===== config.mk =====
export PLATFORM = sky130hd
export DESIGN_NAME = joybus_command_block_processor
export DESIGN_NICKNAME = d
export VERILOG_FILES = /design/src/rtl/jcb_pkg.sv /design/src/rtl/jcb_block_mem.sv /design/src/rtl/jcb_seq.sv /design/src/rtl/joybus_command_block_processor.sv
export SDC_FILE = /design/constraint.sdc
export NUM_CORES = 1
export LEC_CHECK = 0
export BUFFER_PORTS_ARGS = -buffer_cell sky130_fd_sc_hd__buf_2
export CAP_MARGIN = 0
export CORE_MARGIN = 3
export CORE_UTILIZATION = 45
export DETAILED_ROUTE_END_ITERATION = 7
export GPL_ROUTABILITY_DRIVEN = 0
export HOLD_SLACK_MARGIN = 0.15
export MAX_ROUTING_LAYER = met4
export PLACE_DENSITY = 0.67
export REMOVE_ABC_BUFFERS = 1
export SLEW_MARGIN = 20
export SYNTH_ARGS = -nofsm -noshare
export SYNTH_HDL_FRONTEND = slang
export SYNTH_SLANG_ARGS = --single-unit
export TNS_END_PERCENT = 30

===== constraint.sdc =====
create_clock -name i_clk -period 5.8 [get_ports i_clk]
set_clock_uncertainty 0.2 [all_clocks]
set_input_delay 0.29 -clock i_clk [delete_from_list [all_inputs] [get_ports i_clk]]
set_output_delay 0.29 -clock i_clk [all_outputs]
set_load 0.02 [all_outputs]

===== src/rtl/jcb_pkg.sv =====
// ----------------------------------------------------------------------------
// jcb_pkg
// Shared types, byte codes and helper functions of the command block
// processor.
// ----------------------------------------------------------------------------
package jcb_pkg;

    // Default block size in bytes.
    localparam int BLOCK_BYTES_DEF = 64;
    // Most words that one readback returns.
    localparam int MAX_OUT_WORDS   = 16;

    // Register indexes of the configuration port.
    localparam int REG_CONNECTED = 0;

    // Walk control bytes.
    localparam logic [7:0] BYTE_SKIP  = 8'h00;
    localparam logic [7:0] BYTE_PAD_A = 8'hFD;
    localparam logic [7:0] BYTE_END   = 8'hFE;
    localparam logic [7:0] BYTE_PAD_B = 8'hFF;

    // Length field mask of both length bytes and error flag in the receive length byte.
    localparam logic [7:0] LEN_MASK = 8'h3F;
    localparam logic [7:0] ERR_FLAG = 8'h80;

    // Controller command codes.
    localparam logic [7:0] CODE_INFO    = 8'h00;
    localparam logic [7:0] CODE_BUTTONS = 8'h01;
    localparam logic [7:0] CODE_PAK_RD  = 8'h02;
    localparam logic [7:0] CODE_PAK_WR  = 8'h03;
    localparam logic [7:0] CODE_RESET   = 8'hFF;

    // Reply contents and minimum receive lengths.
    localparam logic [7:0] INFO_ID      = 8'h05;
    localparam logic [7:0] INFO_ZERO    = 8'h00;
    localparam logic [5:0] INFO_RX_MIN  = 6'd3;
    localparam logic [5:0] BTN_RX_MIN   = 6'd4;

    // Input item commands.
    typedef enum logic [1:0] {
        CMD_WRITE    = 2'd0,
        CMD_EXEC     = 2'd1,
        CMD_READBACK = 2'd2
    } t_cmd;

    // One accepted input word.
    typedef struct packed {
        t_cmd               cmd;
        logic [3:0]         word_index;
        logic [31:0]        write_word;
        logic [15:0]        buttons;
        logic signed [7:0]  stick_x;
        logic signed [7:0]  stick_y;
        logic               pak_present;
    } t_item;

    // Result word offered by the sequencer to the output register.
    typedef struct packed {
        logic        valid;
        logic [31:0] word;
        logic        last;
    } t_emit;

    // What a decoded command does to the block.
    typedef enum logic [1:0] {
        ACT_NONE,
        ACT_MARK,
        ACT_INFO,
        ACT_BTN
    } t_act;

    // Sequencer states.
    typedef enum logic [3:0] {
        S_IDLE,
        S_T_RD,
        S_T,
        S_RX,
        S_CODE,
        S_MARK,
        S_REP_RD,
        S_REP_WR,
        S_ADV,
        S_ACK,
        S_RB_RD,
        S_RB_OUT
    } t_state;

    // Byte of a big-endian word; lane 0 is the most significant byte.
    function automatic logic [7:0] get_byte(input logic [31:0] w, input logic [1:0] lane);
        logic [7:0] b;
        case (lane)
            2'd0:    b = w[31:24];
            2'd1:    b = w[23:16];
            2'd2:    b = w[15:8];
            default: b = w[7:0];
        endcase
        return b;
    endfunction

    // Replace one byte lane of a big-endian word.
    function automatic logic [31:0] put_byte(input logic [31:0] w, input logic [1:0] lane,
                                             input logic [7:0] b);
        logic [31:0] r;
        r = w;
        case (lane)
            2'd0:    r[31:24] = b;
            2'd1:    r[23:16] = b;
            2'd2:    r[15:8]  = b;
            default: r[7:0]   = b;
        endcase
        return r;
    endfunction

    // Reply byte k of an info or a read-buttons answer.
    function automatic logic [7:0] reply_byte(input logic is_btn, input logic [1:0] k,
                                              input t_item item);
        logic [7:0] b;
        if (is_btn) begin
            case (k)
                2'd0:    b = item.buttons[15:8];
                2'd1:    b = item.buttons[7:0];
                2'd2:    b = item.stick_x;
                default: b = item.stick_y;
            endcase
        end else begin
            case (k)
                2'd0:    b = INFO_ID;
                2'd1:    b = INFO_ZERO;
                default: b = {7'd0, item.pak_present};
            endcase
        end
        return b;
    endfunction

endpackage


===== src/rtl/jcb_block_mem.sv =====
// ----------------------------------------------------------------------------
// jcb_block_mem
// Command block storage: 32-bit words, one write and one read port, read
// data registered. Words never written read as zero.
// ----------------------------------------------------------------------------
module jcb_block_mem #(
    parameter int WORDS = 16
) (
    input  logic                     i_clk,
    input  logic                     i_rst_n,
    input  logic                     i_re,
    input  logic [$clog2(WORDS)-1:0] i_raddr,
    input  logic                     i_we,
    input  logic [$clog2(WORDS)-1:0] i_waddr,
    input  logic [31:0]              i_wdata,
    output logic [31:0]              o_rdata
);

    logic [31:0]      r_mem [WORDS];
    logic [WORDS-1:0] r_vld;
    logic [31:0]      r_q;
    logic             r_q_vld;

    // Word array.
    always_ff @(posedge i_clk) begin
        if (i_we) begin
            r_mem[i_waddr] <= i_wdata;
        end
        if (i_re) begin
            r_q <= r_mem[i_raddr];
        end
    end

    // Written flags stand in for clearing the array at reset.
    always_ff @(posedge i_clk) begin
        if (!i_rst_n) begin
            r_vld   <= '0;
            r_q_vld <= 1'b0;
        end else begin
            if (i_we) begin
                r_vld[i_waddr] <= 1'b1;
            end
            if (i_re) begin
                r_q_vld <= r_vld[i_raddr];
            end
        end
    end

    assign o_rdata = r_q_vld ? r_q : 32'd0;

endmodule


===== src/rtl/jcb_seq.sv =====
// ----------------------------------------------------------------------------
// jcb_seq
// Block walker and readback sequencer. Reads, modifies and writes back the
// block memory one byte lane at a time and keeps the two counters.
// ----------------------------------------------------------------------------
module jcb_seq
    import jcb_pkg::*;
#(
    parameter int BLOCK_BYTES = BLOCK_BYTES_DEF
) (
    input  logic                                   i_clk,
    input  logic                                   i_rst_n,
    input  logic                                   i_start,
    input  t_item                                  i_item,
    output logic                                   o_ready,
    input  logic [2:0]                             i_connected,
    output logic                                   o_mem_re,
    output logic [$clog2((BLOCK_BYTES+3)/4)-1:0]   o_mem_raddr,
    output logic                                   o_mem_we,
    output logic [$clog2((BLOCK_BYTES+3)/4)-1:0]   o_mem_waddr,
    output logic [31:0]                            o_mem_wdata,
    input  logic [31:0]                            i_mem_rdata,
    output t_emit                                  o_emit,
    input  logic                                   i_emit_take,
    output logic [31:0]                            o_poll_count,
    output logic [31:0]                            o_command_count
);

    localparam int WORDS   = (BLOCK_BYTES + 3) / 4;
    localparam int AW      = $clog2(WORDS);
    localparam int BA_W    = AW + 2;
    localparam int POS_W   = $clog2(BLOCK_BYTES) + 1;
    localparam int SUM_W   = $clog2(BLOCK_BYTES + 128) + 1;
    localparam int FULL_WORDS = BLOCK_BYTES / 4;
    localparam int N_OUT   = (FULL_WORDS < MAX_OUT_WORDS) ? FULL_WORDS : MAX_OUT_WORDS;

    t_state           r_state, n_state;
    t_item            r_item;
    logic [POS_W-1:0] r_pos;
    logic [POS_W-1:0] r_chan;
    logic [5:0]       r_tx;
    logic [7:0]       r_rx_byte;
    logic [31:0]      r_rx_word;
    logic [BA_W-1:0]  r_reply;
    logic [1:0]       r_k;
    logic             r_is_btn;
    logic [AW-1:0]    r_rb;
    logic [31:0]      r_polls;
    logic [31:0]      r_cmds;

    logic [POS_W-1:0] pos1, pos2;
    logic [7:0]       t_byte, rx_byte, code;
    logic [5:0]       rx_sel;
    logic [SUM_W-1:0] end_sum, reply_sum;
    logic [BA_W-1:0]  rep_addr;
    logic             overrun, cmd_stop;
    t_act             act;
    t_state           done_state;
    logic             rb_last;

    // Byte positions and lengths of the command under the cursor.
    always_comb begin
        pos1      = r_pos + POS_W'(1);
        pos2      = r_pos + POS_W'(2);
        t_byte    = get_byte(i_mem_rdata, r_pos[1:0]);
        rx_byte   = get_byte(i_mem_rdata, pos1[1:0]);
        code      = get_byte(i_mem_rdata, pos2[1:0]);
        rx_sel    = (r_state == S_RX) ? (rx_byte[5:0] & LEN_MASK[5:0])
                                      : (r_rx_byte[5:0] & LEN_MASK[5:0]);
        end_sum   = SUM_W'(r_pos) + SUM_W'(2) + SUM_W'(r_tx) + SUM_W'(rx_sel);
        reply_sum = SUM_W'(r_pos) + SUM_W'(2) + SUM_W'(r_tx);
        rep_addr  = r_reply + BA_W'(r_k);
        overrun   = end_sum > SUM_W'(BLOCK_BYTES);
        cmd_stop  = (r_pos == POS_W'(BLOCK_BYTES - 1)) || ((t_byte & LEN_MASK) == 8'd0);
        done_state = (r_item.cmd == CMD_EXEC) ? S_ACK : S_RB_RD;
        rb_last   = (r_rb == AW'(N_OUT - 1));
    end

    // Command decode.
    always_comb begin
        act = ACT_NONE;
        if (r_chan != POS_W'(i_connected)) begin
            act = ACT_MARK;
        end else begin
            case (code) inside
                CODE_INFO, CODE_RESET: begin
                    act = (r_rx_byte[5:0] >= INFO_RX_MIN) ? ACT_INFO : ACT_NONE;
                end
                CODE_BUTTONS: begin
                    act = (r_rx_byte[5:0] >= BTN_RX_MIN) ? ACT_BTN : ACT_NONE;
                end
                CODE_PAK_RD, CODE_PAK_WR: begin
                    act = ACT_NONE;
                end
                default: begin
                    act = ACT_MARK;
                end
            endcase
        end
    end

    // Next state.
    always_comb begin
        n_state = r_state;
        unique case (r_state)
            S_IDLE: begin
                if (i_start && (i_item.cmd == CMD_EXEC || i_item.cmd == CMD_READBACK)) begin
                    n_state = S_T_RD;
                end
            end
            S_T_RD: begin
                n_state = (r_pos == POS_W'(BLOCK_BYTES)) ? done_state : S_T;
            end
            S_T: begin
                case (t_byte) inside
                    BYTE_SKIP, BYTE_PAD_A, BYTE_PAD_B: n_state = S_T_RD;
                    BYTE_END:                          n_state = done_state;
                    default:   n_state = cmd_stop ? done_state : S_RX;
                endcase
            end
            S_RX: begin
                n_state = overrun ? done_state : S_CODE;
            end
            S_CODE: begin
                unique case (act)
                    ACT_MARK:          n_state = S_MARK;
                    ACT_INFO, ACT_BTN: n_state = S_REP_RD;
                    default:           n_state = S_ADV;
                endcase
            end
            S_MARK:   n_state = S_ADV;
            S_REP_RD: n_state = S_REP_WR;
            S_REP_WR: begin
                if (r_k == (r_is_btn ? 2'd3 : 2'd2)) begin
                    n_state = S_ADV;
                end else begin
                    n_state = S_REP_RD;
                end
            end
            S_ADV: n_state = S_T_RD;
            S_ACK: begin
                if (i_emit_take) begin
                    n_state = S_IDLE;
                end
            end
            S_RB_RD: n_state = S_RB_OUT;
            S_RB_OUT: begin
                if (i_emit_take) begin
                    n_state = rb_last ? S_IDLE : S_RB_RD;
                end
            end
            default: n_state = S_IDLE;
        endcase
    end

    // Memory requests, handshake and result words.
    always_comb begin
        o_ready     = 1'b0;
        o_mem_re    = 1'b0;
        o_mem_raddr = r_pos[BA_W-1:2];
        o_mem_we    = 1'b0;
        o_mem_waddr = AW'(i_item.word_index);
        o_mem_wdata = i_item.write_word;
        o_emit      = '0;
        unique case (r_state)
            S_IDLE: begin
                o_ready  = 1'b1;
                o_mem_we = i_start && (i_item.cmd == CMD_WRITE) &&
                           (32'(i_item.word_index) < 32'(FULL_WORDS));
            end
            S_T_RD: begin
                o_mem_re    = (r_pos != POS_W'(BLOCK_BYTES));
                o_mem_raddr = r_pos[BA_W-1:2];
            end
            S_T: begin
                o_mem_raddr = pos1[BA_W-1:2];
                case (t_byte) inside
                    BYTE_SKIP, BYTE_PAD_A, BYTE_PAD_B, BYTE_END: o_mem_re = 1'b0;
                    default: o_mem_re = !cmd_stop;
                endcase
            end
            S_RX: begin
                o_mem_re    = !overrun;
                o_mem_raddr = pos2[BA_W-1:2];
            end
            S_MARK: begin
                o_mem_we    = 1'b1;
                o_mem_waddr = pos1[BA_W-1:2];
                o_mem_wdata = put_byte(r_rx_word, pos1[1:0], r_rx_byte | ERR_FLAG);
            end
            S_REP_RD: begin
                o_mem_re    = 1'b1;
                o_mem_raddr = rep_addr[BA_W-1:2];
            end
            S_REP_WR: begin
                o_mem_we    = 1'b1;
                o_mem_waddr = rep_addr[BA_W-1:2];
                o_mem_wdata = put_byte(i_mem_rdata, rep_addr[1:0],
                                       reply_byte(r_is_btn, r_k, r_item));
            end
            S_ACK: begin
                o_emit.valid = 1'b1;
                o_emit.word  = 32'd0;
                o_emit.last  = 1'b1;
            end
            S_RB_RD: begin
                o_mem_re    = 1'b1;
                o_mem_raddr = r_rb;
            end
            S_RB_OUT: begin
                o_emit.valid = 1'b1;
                o_emit.word  = i_mem_rdata;
                o_emit.last  = rb_last;
            end
            default: begin
                o_mem_re = 1'b0;
            end
        endcase
    end

    // State register.
    always_ff @(posedge i_clk) begin
        if (!i_rst_n) begin
            r_state <= S_IDLE;
        end else begin
            r_state <= n_state;
        end
    end

    // Walk cursor, command fields and readback index.
    always_ff @(posedge i_clk) begin
        case (r_state)
            S_IDLE: begin
                if (i_start) begin
                    r_item <= i_item;
                    r_pos  <= '0;
                    r_chan <= '0;
                    r_rb   <= '0;
                end
            end
            S_T: begin
                case (t_byte) inside
                    BYTE_SKIP: begin
                        r_pos  <= pos1;
                        r_chan <= r_chan + POS_W'(1);
                    end
                    BYTE_PAD_A, BYTE_PAD_B: r_pos <= pos1;
                    default: r_tx <= t_byte[5:0] & LEN_MASK[5:0];
                endcase
            end
            S_RX: begin
                r_rx_byte <= rx_byte;
                r_rx_word <= i_mem_rdata;
            end
            S_CODE: begin
                r_reply  <= reply_sum[BA_W-1:0];
                r_k      <= 2'd0;
                r_is_btn <= (act == ACT_BTN);
            end
            S_REP_WR: r_k <= r_k + 2'd1;
            S_ADV: begin
                r_pos  <= end_sum[POS_W-1:0];
                r_chan <= r_chan + POS_W'(1);
            end
            S_RB_OUT: begin
                if (i_emit_take) begin
                    r_rb <= r_rb + AW'(1);
                end
            end
            default: begin
                r_k <= r_k;
            end
        endcase
    end

    // Command and poll counters, wrapping at 32 bits.
    always_ff @(posedge i_clk) begin
        if (!i_rst_n) begin
            r_polls <= '0;
            r_cmds  <= '0;
        end else if (r_state == S_CODE) begin
            r_cmds <= r_cmds + 32'd1;
            if (act == ACT_BTN) begin
                r_polls <= r_polls + 32'd1;
            end
        end
    end

    assign o_poll_count    = r_polls;
    assign o_command_count = r_cmds;

endmodule


===== src/rtl/joybus_command_block_processor.sv =====
// ----------------------------------------------------------------------------
// joybus_command_block_processor
// Controller command block processor with block memory, walk sequencer,
// configuration register and result register.
// ----------------------------------------------------------------------------
// A write word stores one block word. An execute or a readback word
// walks the block one byte at a time through the block memory's single
// read port, each read followed by its decode. A command reads its
// length and code bytes, may mark its receive length byte, and a reply
// reads and writes back each of its three or four bytes in turn. An
// execute word ends with an acknowledgement after the walk; a readback
// word instead gives the block words, each read only once the one before
// is taken, while the result side keeps up. The next input word is taken
// as soon as the last result enters the result register.
// ----------------------------------------------------------------------------
module joybus_command_block_processor
    import jcb_pkg::*;
#(
    parameter int BLOCK_BYTES = BLOCK_BYTES_DEF
) (
    input  logic               i_clk,
    input  logic               i_rst_n,
    input  logic               i_in_valid,
    output logic               o_in_ready,
    input  logic [1:0]         i_cmd,
    input  logic [3:0]         i_word_index,
    input  logic [31:0]        i_write_word,
    input  logic [15:0]        i_buttons,
    input  logic signed [7:0]  i_stick_x,
    input  logic signed [7:0]  i_stick_y,
    input  logic               i_pak_present,
    output logic               o_out_valid,
    input  logic               i_out_ready,
    output logic [31:0]        o_read_word,
    output logic               o_last,
    output logic [31:0]        o_poll_count,
    output logic [31:0]        o_command_count,
    input  logic               psel,
    input  logic               penable,
    input  logic               pwrite,
    input  logic [2:0]         paddr,
    input  logic [31:0]        pwdata,
    output logic [31:0]        prdata,
    output logic               pready
);

    localparam int WORDS = (BLOCK_BYTES + 3) / 4;
    localparam int AW    = $clog2(WORDS);

    logic [2:0]    r_connected;
    logic          r_out_valid;
    logic [31:0]   r_read_word;
    logic          r_last;
    logic [31:0]   r_poll_count;
    logic [31:0]   r_command_count;

    t_item         item;
    logic          start;
    logic          mem_re, mem_we;
    logic [AW-1:0] mem_raddr, mem_waddr;
    logic [31:0]   mem_wdata, mem_rdata;
    t_emit         emit;
    logic          emit_take;
    logic [31:0]   poll_count, command_count;

    // Input word.
    always_comb begin
        item.cmd         = t_cmd'(i_cmd);
        item.word_index  = i_word_index;
        item.write_word  = i_write_word;
        item.buttons     = i_buttons;
        item.stick_x     = i_stick_x;
        item.stick_y     = i_stick_y;
        item.pak_present = i_pak_present;
    end

    assign start = i_in_valid && o_in_ready;

    // Configuration register.
    always_ff @(posedge i_clk) begin
        if (!i_rst_n) begin
            r_connected <= 3'd0;
        end else if (psel && penable && pwrite && pready &&
                     (32'(paddr[2]) == REG_CONNECTED)) begin
            r_connected <= pwdata[2:0];
        end
    end

    assign pready = 1'b1;
    assign prdata = (32'(paddr[2]) == REG_CONNECTED) ? {29'd0, r_connected} : 32'd0;

    jcb_block_mem #(
        .WORDS (WORDS)
    ) u_mem (
        .i_clk   (i_clk),
        .i_rst_n (i_rst_n),
        .i_re    (mem_re),
        .i_raddr (mem_raddr),
        .i_we    (mem_we),
        .i_waddr (mem_waddr),
        .i_wdata (mem_wdata),
        .o_rdata (mem_rdata)
    );

    jcb_seq #(
        .BLOCK_BYTES (BLOCK_BYTES)
    ) u_seq (
        .i_clk           (i_clk),
        .i_rst_n         (i_rst_n),
        .i_start         (start),
        .i_item          (item),
        .o_ready         (o_in_ready),
        .i_connected     (r_connected),
        .o_mem_re        (mem_re),
        .o_mem_raddr     (mem_raddr),
        .o_mem_we        (mem_we),
        .o_mem_waddr     (mem_waddr),
        .o_mem_wdata     (mem_wdata),
        .i_mem_rdata     (mem_rdata),
        .o_emit          (emit),
        .i_emit_take     (emit_take),
        .o_poll_count    (poll_count),
        .o_command_count (command_count)
    );

    // Result register: loads whenever it is empty or being drained.
    assign emit_take = emit.valid && (!r_out_valid || i_out_ready);

    always_ff @(posedge i_clk) begin
        if (!i_rst_n) begin
            r_out_valid <= 1'b0;
        end else if (emit_take) begin
            r_out_valid <= 1'b1;
        end else if (i_out_ready) begin
            r_out_valid <= 1'b0;
        end
    end

    always_ff @(posedge i_clk) begin
        if (emit_take) begin
            r_read_word     <= emit.word;
            r_last          <= emit.last;
            r_poll_count    <= poll_count;
            r_command_count <= command_count;
        end
    end

    assign o_out_valid     = r_out_valid;
    assign o_read_word     = r_read_word;
    assign o_last          = r_last;
    assign o_poll_count    = r_poll_count;
    assign o_command_count = r_command_count;

endmodule

==> run metrics, run 1 <==
Final period util 94.6%; Post-synth EDFFs 748; failing checks DRC; CTS buffer count 87; Synth Cell Area 35,600 um2; CTS Root Cell clkbuf_16; non-filler cells, final 4,234; RSZ-0062 raised after global routing false; status finished, violations left; power density over the cells 328 nW/um2; nets 3,267; Initial DRT Pass Iterations 8; synth unique cells 85; count of pins over their slew limit 0; maximum clock rate 182 MHz; post-synth top area cell edfxtp_1; Mapped Cells 2,861; Int Pwr 10.4 mW; Setup CP Type register to register; Pleak 15.2 nW; # resized after CTS 0; Synth area leaders edfxtp_1 (63%), nand2_1 (6.3%), dfxtp_1 (5.0%); setup violators final 0; Switch Pwr 3.30 mW; Comb power frac 10.2%; Final min period 5.49 ns; Avg WL per Cell 23.0 um; hold-critical path depth 3; Synth Area per Inst 12.4 um2; Die Wd 287 um; grt total ovfl 0; Area Growth Syn to Fin 17.3%; Initial Utilization 45.7%; number of remaining DRC errors 1; #FFs+latches synth 837; Placed Cells 3,988; Via-to-Cell Ratio 5.87; core area 77,800 um2; Critical Path Most Common Cell a211oi_1; most common cell after layout, fill and taps aside edfxtp_1; slowest CP cell edfxtp_1; row count 102; clock-pin slew on the worst setup and hold paths 0.06 ns; 1st-iter DRT viols 2,972; MaxCap Viol Count 0; Reg power frac 49.2%; largest net degree at the start of global routing 94; final wirelength 97,500 um; vias in the first global route 23,900; Critical Path RT 6.17 ns; Worst setup EP type register; Max stage delay on crit path 0.56 ns; Routed Antenna Nets 0; DR vias 24,800; GRT Total Usage 23.9%; Slew @ Worst Pin 1.15 ns; CTS tree yes; crit-path cells inv_1 -> ha_1 -> buf_4 -> a22o_1 -> a211oi_1 -> a21oi_1 -> mux2_2 -> fa_1 -> a211oi_1 -> o21bai_1 -> a221oi_1 -> nor3_1 -> nor3_1 -> a211oi_1 -> or3_1 -> buf_4 -> or2_0 -> a21boi_1; fill cell count 6,375; Synth top area share 63.2%; clock network power share 40.6%; post-layout util 53.6%; H-tree lvl count 3; sequential share of the synthesized area 68.2%; crit path DAT 5.86 ns; hold_ws 0.160 ns; placed cell areas 37,800 um2; Worst R2R Path Depth 18; Ports 245; Sink Count 837; PortBufs 183; maximum clock path buffer count 3; crit path launch type register; fraction of registers with async set/reset 0%; area of the die 82,400 um2; Sw Ratio 24.1%; most frequent cells in the layout edfxtp_1 (748), nand2_1 (596), buf_2 (183), nand3_1 (176), nor2_1 (127); Die Height 287 um; worst min path class input port to register; Setup WS post-layout 0.312 ns; first-pass GRT wire length 146,000 um; layout cells sized above 1 14.4%; prevailing post-synth register cell edfxtp_1; initial antenna violation count 1; clk_lat worst skew 0.65 ns; Max IR drop VDD 228 uV; finished layout cell area 41,700 um2; Slew headroom 23.3%; yosys warns 0; DP Worst Slack 0.477 ns; Detail Placement HPWL 60,700 um; Fin. Hold Viols 0; Worst Path Max Fanout 34
==> area by class of cell <==
| class | count | area [um2] | area share [%] |
|---|---|---|---|
| flip-flops and latches | 837 | 24200 | 58.1 |
| multi-input cells | 1805 | 10700 | 25.6 |
| repair buffers | 339 | 2390 | 5.74 |
| clock buffers | 109 | 2310 | 5.54 |
| well taps | 1040 | 1300 | 3.12 |
| clock inverters | 50 | 559 | 1.34 |
| inverters | 53 | 199 | 0.477 |
| diodes | 1 | 2.50 | 0.00600 |
==> registers in the layout, summed over array words and instances, names as in the netlist, 32 cells and up <==
| name | flops |
|---|---|
| u_mem.r_mem | 512 |
| u_seq.r_item | 35 |
| o_command_count | 32 |
| o_poll_count | 32 |
| o_read_word | 32 |
| u_mem.r_q | 32 |
| u_seq.o_command_count | 32 |
| u_seq.o_poll_count | 32 |
| u_seq.r_rx_word | 32 |
==> power groups by stage <==
stage / Combinational (mW) / Clock [mW] / Sequential (mW)
2_1_floorplan: 0.886 / 0 / 6.84
3_3_place_gp: 1.27 / 0 / 6.85
3_5_place_dp: 1.30 / 0 / 6.86
4_1_cts: 1.35 / 5.66 / 6.73
5_1_grt: 1.51 / 5.90 / 6.74
6_report: 1.40 / 5.56 / 6.73
==> cell families after synthesis <==
kind of cell    after synthesis  synth area share (%)
simple gates               1177                  15.1
flops                       837                  68.2
compound gates              409                  8.35
buf+inv                     247                  3.03
mux                          80                  2.29
xor+xnor                     78                  1.92
fa+ha+maj                    31                  1.15
other cells                   2                0.0211
==> cell usage after synthesis, drive strengths merged, types with 32 or more instances <==
cell type / n
nor2: 146
o21ai: 68
buf: 65
nand4: 53
edfxtp: 748
xnor2: 56
o221ai: 36
a311oi: 32
mux2i: 70
a32oi: 34
clkbuf: 129
a31oi: 39
and2: 59
nand2: 597
and3: 47
nand3: 178
inv: 53
dfxtp: 89
a21oi: 58
==> worst paths after layout <==
check,from,slack [ns],to
worst max-delay path,u_seq.r_pos[0]$_DFFE_PP_,0.31,u_mem.r_q_vld$_SDFFE_PN0P_
worst min-delay path,i_write_word[18],0.16,u_mem.r_mem[5][18]$_DFFE_PP_
worst max register to register,u_seq.r_pos[0]$_DFFE_PP_,0.31,u_mem.r_q_vld$_SDFFE_PN0P_
worst min register to register,u_seq.o_poll_count[27]$_SDFFE_PN0P_,0.23,o_poll_count[27]$_DFFE_PP_
==> critical path, delay by kind of cell (launching register included) <==
kind / cells / cell delay (ns)
AO/OA/AOI/OAI: 8 / 1.93
adder cells (fa/ha/maj): 2 / 0.73
buffers and inverters: 3 / 0.64
multiplexers: 1 / 0.33
AND/OR/NAND/NOR: 4 / 1.02
flip-flops: 1 / 0.56
==> through the flow <==
step | TNS (ns) | power, mW
floorplan | -72.89 | 7.73
global placement | 0 | 8.13
detailed placement | 0 | 8.16
CTS | 0 | 13.7
global route | 0 | 14.1
finish | 0 | 13.7
==> per-layer routing <==
layer / global-route usage [%] / vias up / routed length [um]
li1: - / 11000 / -
met1: 32.3 / 12300 / 39900
met2: 36.2 / 1255 / 44900
met3: 4.33 / 199 / 9110
met4: 9.18 / 0 / 3630
met5: - / - / 0
==> repair_timing <==
item                      CTS  global route
hold endpoints to repair  151           281
buffers inserted            0             0
hold buffers               67            18
No activity file was read; power rests on OpenSTA's default activity.
==> inputs of run 2 (changes only) <==
--- a/config.mk
+++ b/config.mk
@@ -10,3 +10,3 @@
 export CORE_MARGIN = 3
-export CORE_UTILIZATION = 45
+export CORE_UTILIZATION = 50
 export DETAILED_ROUTE_END_ITERATION = 7
@@ -15,3 +15,3 @@
 export MAX_ROUTING_LAYER = met4
-export PLACE_DENSITY = 0.67
+export PLACE_DENSITY = 0.73
 export REMOVE_ABC_BUFFERS = 1
--- a/constraint.sdc
+++ b/constraint.sdc
@@ -4,2 +4,2 @@
 set_output_delay 0.29 -clock i_clk [all_outputs]
-set_load 0.02 [all_outputs]
+set_load 0.005 [all_outputs]
==> run metrics, run 2 (same netlist as run 1, synthesis figures left out) <==
PortBufs 183 (unchanged); area of the die 74,400 um2 (-9.8%); top flop regs u_mem.r_mem (512), u_seq.r_item (35); nets 3,269 (+0.061%); DR vias 25,100 (+1.0%); Via-to-Cell Ratio 6.06 (+3.4%); grt total ovfl 0 (unchanged); maximum clock rate 187 MHz (+2.6%); largest net degree at the start of global routing 93 (-1.1%); most common cell after layout, fill and taps aside edfxtp_1; crit path launch type register; number of remaining DRC errors 6 (+5); Biggest register u_mem.r_mem; Switch Pwr 3.31 mW (+0.44%); Setup CP Type register to register; Slew headroom 32.1% (+8.9 points); first-pass GRT wire length 145,000 um (-0.63%); Pleak 15.2 nW (+0.17%); Sw Ratio 24.2% (+0.12 points); post-layout util 59.3% (+5.7 points); Comb power frac 10.2% (about the same); Die Wd 273 um (-5.0%); Critical Path RT 6.00 ns (-0.17 ns); power density over the cells 329 nW/um2 (+0.12%); Antenna Cells 0 (-1); clock-pin slew on the worst setup and hold paths 0.06 ns (about the same); Die Height 273 um (-5.0%); CTS buffer count 86 (-1.1%); fill cell count 5,290 (-17%); Routed Antenna Nets 0 (unchanged); CTS Root Cell clkbuf_16; Sink Count 837 (unchanged); failing checks DRC; status finished, violations left; Reg power frac 49.2% (about the same); Slew @ Worst Pin 1.01 ns (-0.142 ns); count of pins over their slew limit 0 (unchanged); crit path DAT 5.55 ns (-0.31 ns); RSZ-0062 raised after global routing false; worst min path class input port to register; hold_ws 0.0977 ns (-0.0620 ns); Initial DRT Pass Iterations 8 (unchanged); H-tree lvl count 3 (unchanged); clk_lat worst skew 0.65 ns (about the same); Multi-input gate area 10,700 um2 (+0.27%); row count 97 (-4.9%); Initial Utilization 50.6% (+4.9 points); Worst setup EP type register; 1st-iter DRT viols 3,663 (+23%); final wirelength 97,500 um (about the same); core area 70,300 um2 (-9.7%); GRT Total Usage 26.5% (+2.6 points); Avg WL per Cell 23.6 um (+2.3%); register area 24,200 um2 (unchanged); most frequent cells in the layout edfxtp_1 (748), nand2_1 (596), buf_2 (184), nand3_1 (176), nor2_1 (127); Tot Pwr 13.7 mW (about the same); clock network power share 40.6% (about the same); initial antenna violation count 4 (+3); layout cells sized above 1 14.9% (+0.51 points); CTS tree yes; vias in the first global route 23,900 (-0.18%); Fin. Hold Viols 0 (unchanged); Max IR drop VDD 313 uV (+37%); Ports 245 (unchanged); Detail Placement HPWL 60,500 um (-0.38%); Worst Path Max Fanout 15 (-56%); Final min period 5.35 ns (-0.141 ns); Area Growth Syn to Fin 17.1%; Largest register FFs 512 (unchanged); MaxCap Viol Count 0 (unchanged); Int Pwr 10.4 mW (-0.21%); setup violators final 0 (unchanged); Final period util 92.2% (-2.4 points); maximum clock path buffer count 3 (unchanged)
==> run 2: cell count changes in the layout (fill, tap and decap cells not counted), sizes merged <==
cell	previous run	this run
dlygate4sd3	85	81
clkinvlp	2	4
diode	1	0
bufinv	10	9
clkinv	36	35
buf	254	261
inv	55	58
clkbuf	109	108
==> run 2: critical path, cell delays in order (launching register included) <==
cell and delay, ns:
edfxtp_1 0.53, ha_1 0.38, a22o_1 0.24, a211oi_1 0.20, a21oi_1 0.09, mux2_2 0.31
ha_1 0.23, fa_1 0.41, a211oi_1 0.50, o21bai_1 0.18, a221oi_1 0.37, nor3_1 0.09
nor3_1 0.23, a211oi_1 0.12, or3_2 0.72, buf_4 0.29
==> run 2: area by class of cell <==
| class | instances | area share (%) |
|---|---|---|
| timing repair buffer | 342 | 5.84 |
| tap | 940 | 2.82 |
| clock inverter | 53 | 1.32 |
| inverter | 53 | 0.478 |
| sequential | 837 | 58.2 |
| multi-input combinational | 1805 | 25.8 |
| clock buffer | 108 | 5.56 |
==> run 2: final timing paths <==
check	startpoint	end	slack (ns)	depth (start not counted)
setup / recovery	u_seq.r_pos[0]$_DFFE_PP_	u_mem.r_q[25]$_DFFE_PP_	0.45	15
hold / removal	i_write_word[14]	u_mem.r_mem[4][14]$_DFFE_PP_	0.1	3
setup reg to reg	u_seq.r_pos[0]$_DFFE_PP_	u_mem.r_q[25]$_DFFE_PP_	0.45	15
hold reg to reg	u_seq.o_poll_count[27]$_SDFFE_PN0P_	o_poll_count[27]$_DFFE_PP_	0.23	0
==> run 2: metrics by stage <==
stage / worst slack, ns / instances / setup TNS (ns) / area [um2]
finish: 0.453 / 4138 / 0 / 41600
CTS: 0.319 / 4109 / 0 / 41100
floorplan: -1.81 / 2695 / -72.89 / 34800
global route: 0.0835 / 4138 / 0 / 41600
detailed placement: 0.349 / 3893 / 0 / 37700
global placement: 0.431 / 3893 / 0 / 37700
==> run 2: metal layers <==
| layer | wire, um | GRT usage, % | vias to the layer above |
|---|---|---|---|
| met5 | 0 | - | - |
| met4 | 4290 | 11.3 | 0 |
| met3 | 10600 | 4.86 | 276 |
| met2 | 44700 | 40.1 | 1582 |
| met1 | 37900 | 35.4 | 12200 |
| li1 | - | - | 11100 |
==> run 2: power by group through the flow <==
stage / sequential, mW / clock (mW) / combinational [mW]
after floorplan: 6.84 / 0 / 0.872
after global routing: 6.73 / 5.87 / 1.50
after CTS: 6.73 / 5.63 / 1.34
after detailed placement: 6.86 / 0 / 1.30
final: 6.73 / 5.56 / 1.40
after global placement: 6.85 / 0 / 1.26
==> run 2: timing repair <==
action	CTS	global route
hold buffers	55	26
hold endpoints to repair	61	392
resized for setup	0	1
endpoints found under the setup margin	0	22
buffers inserted	0	0
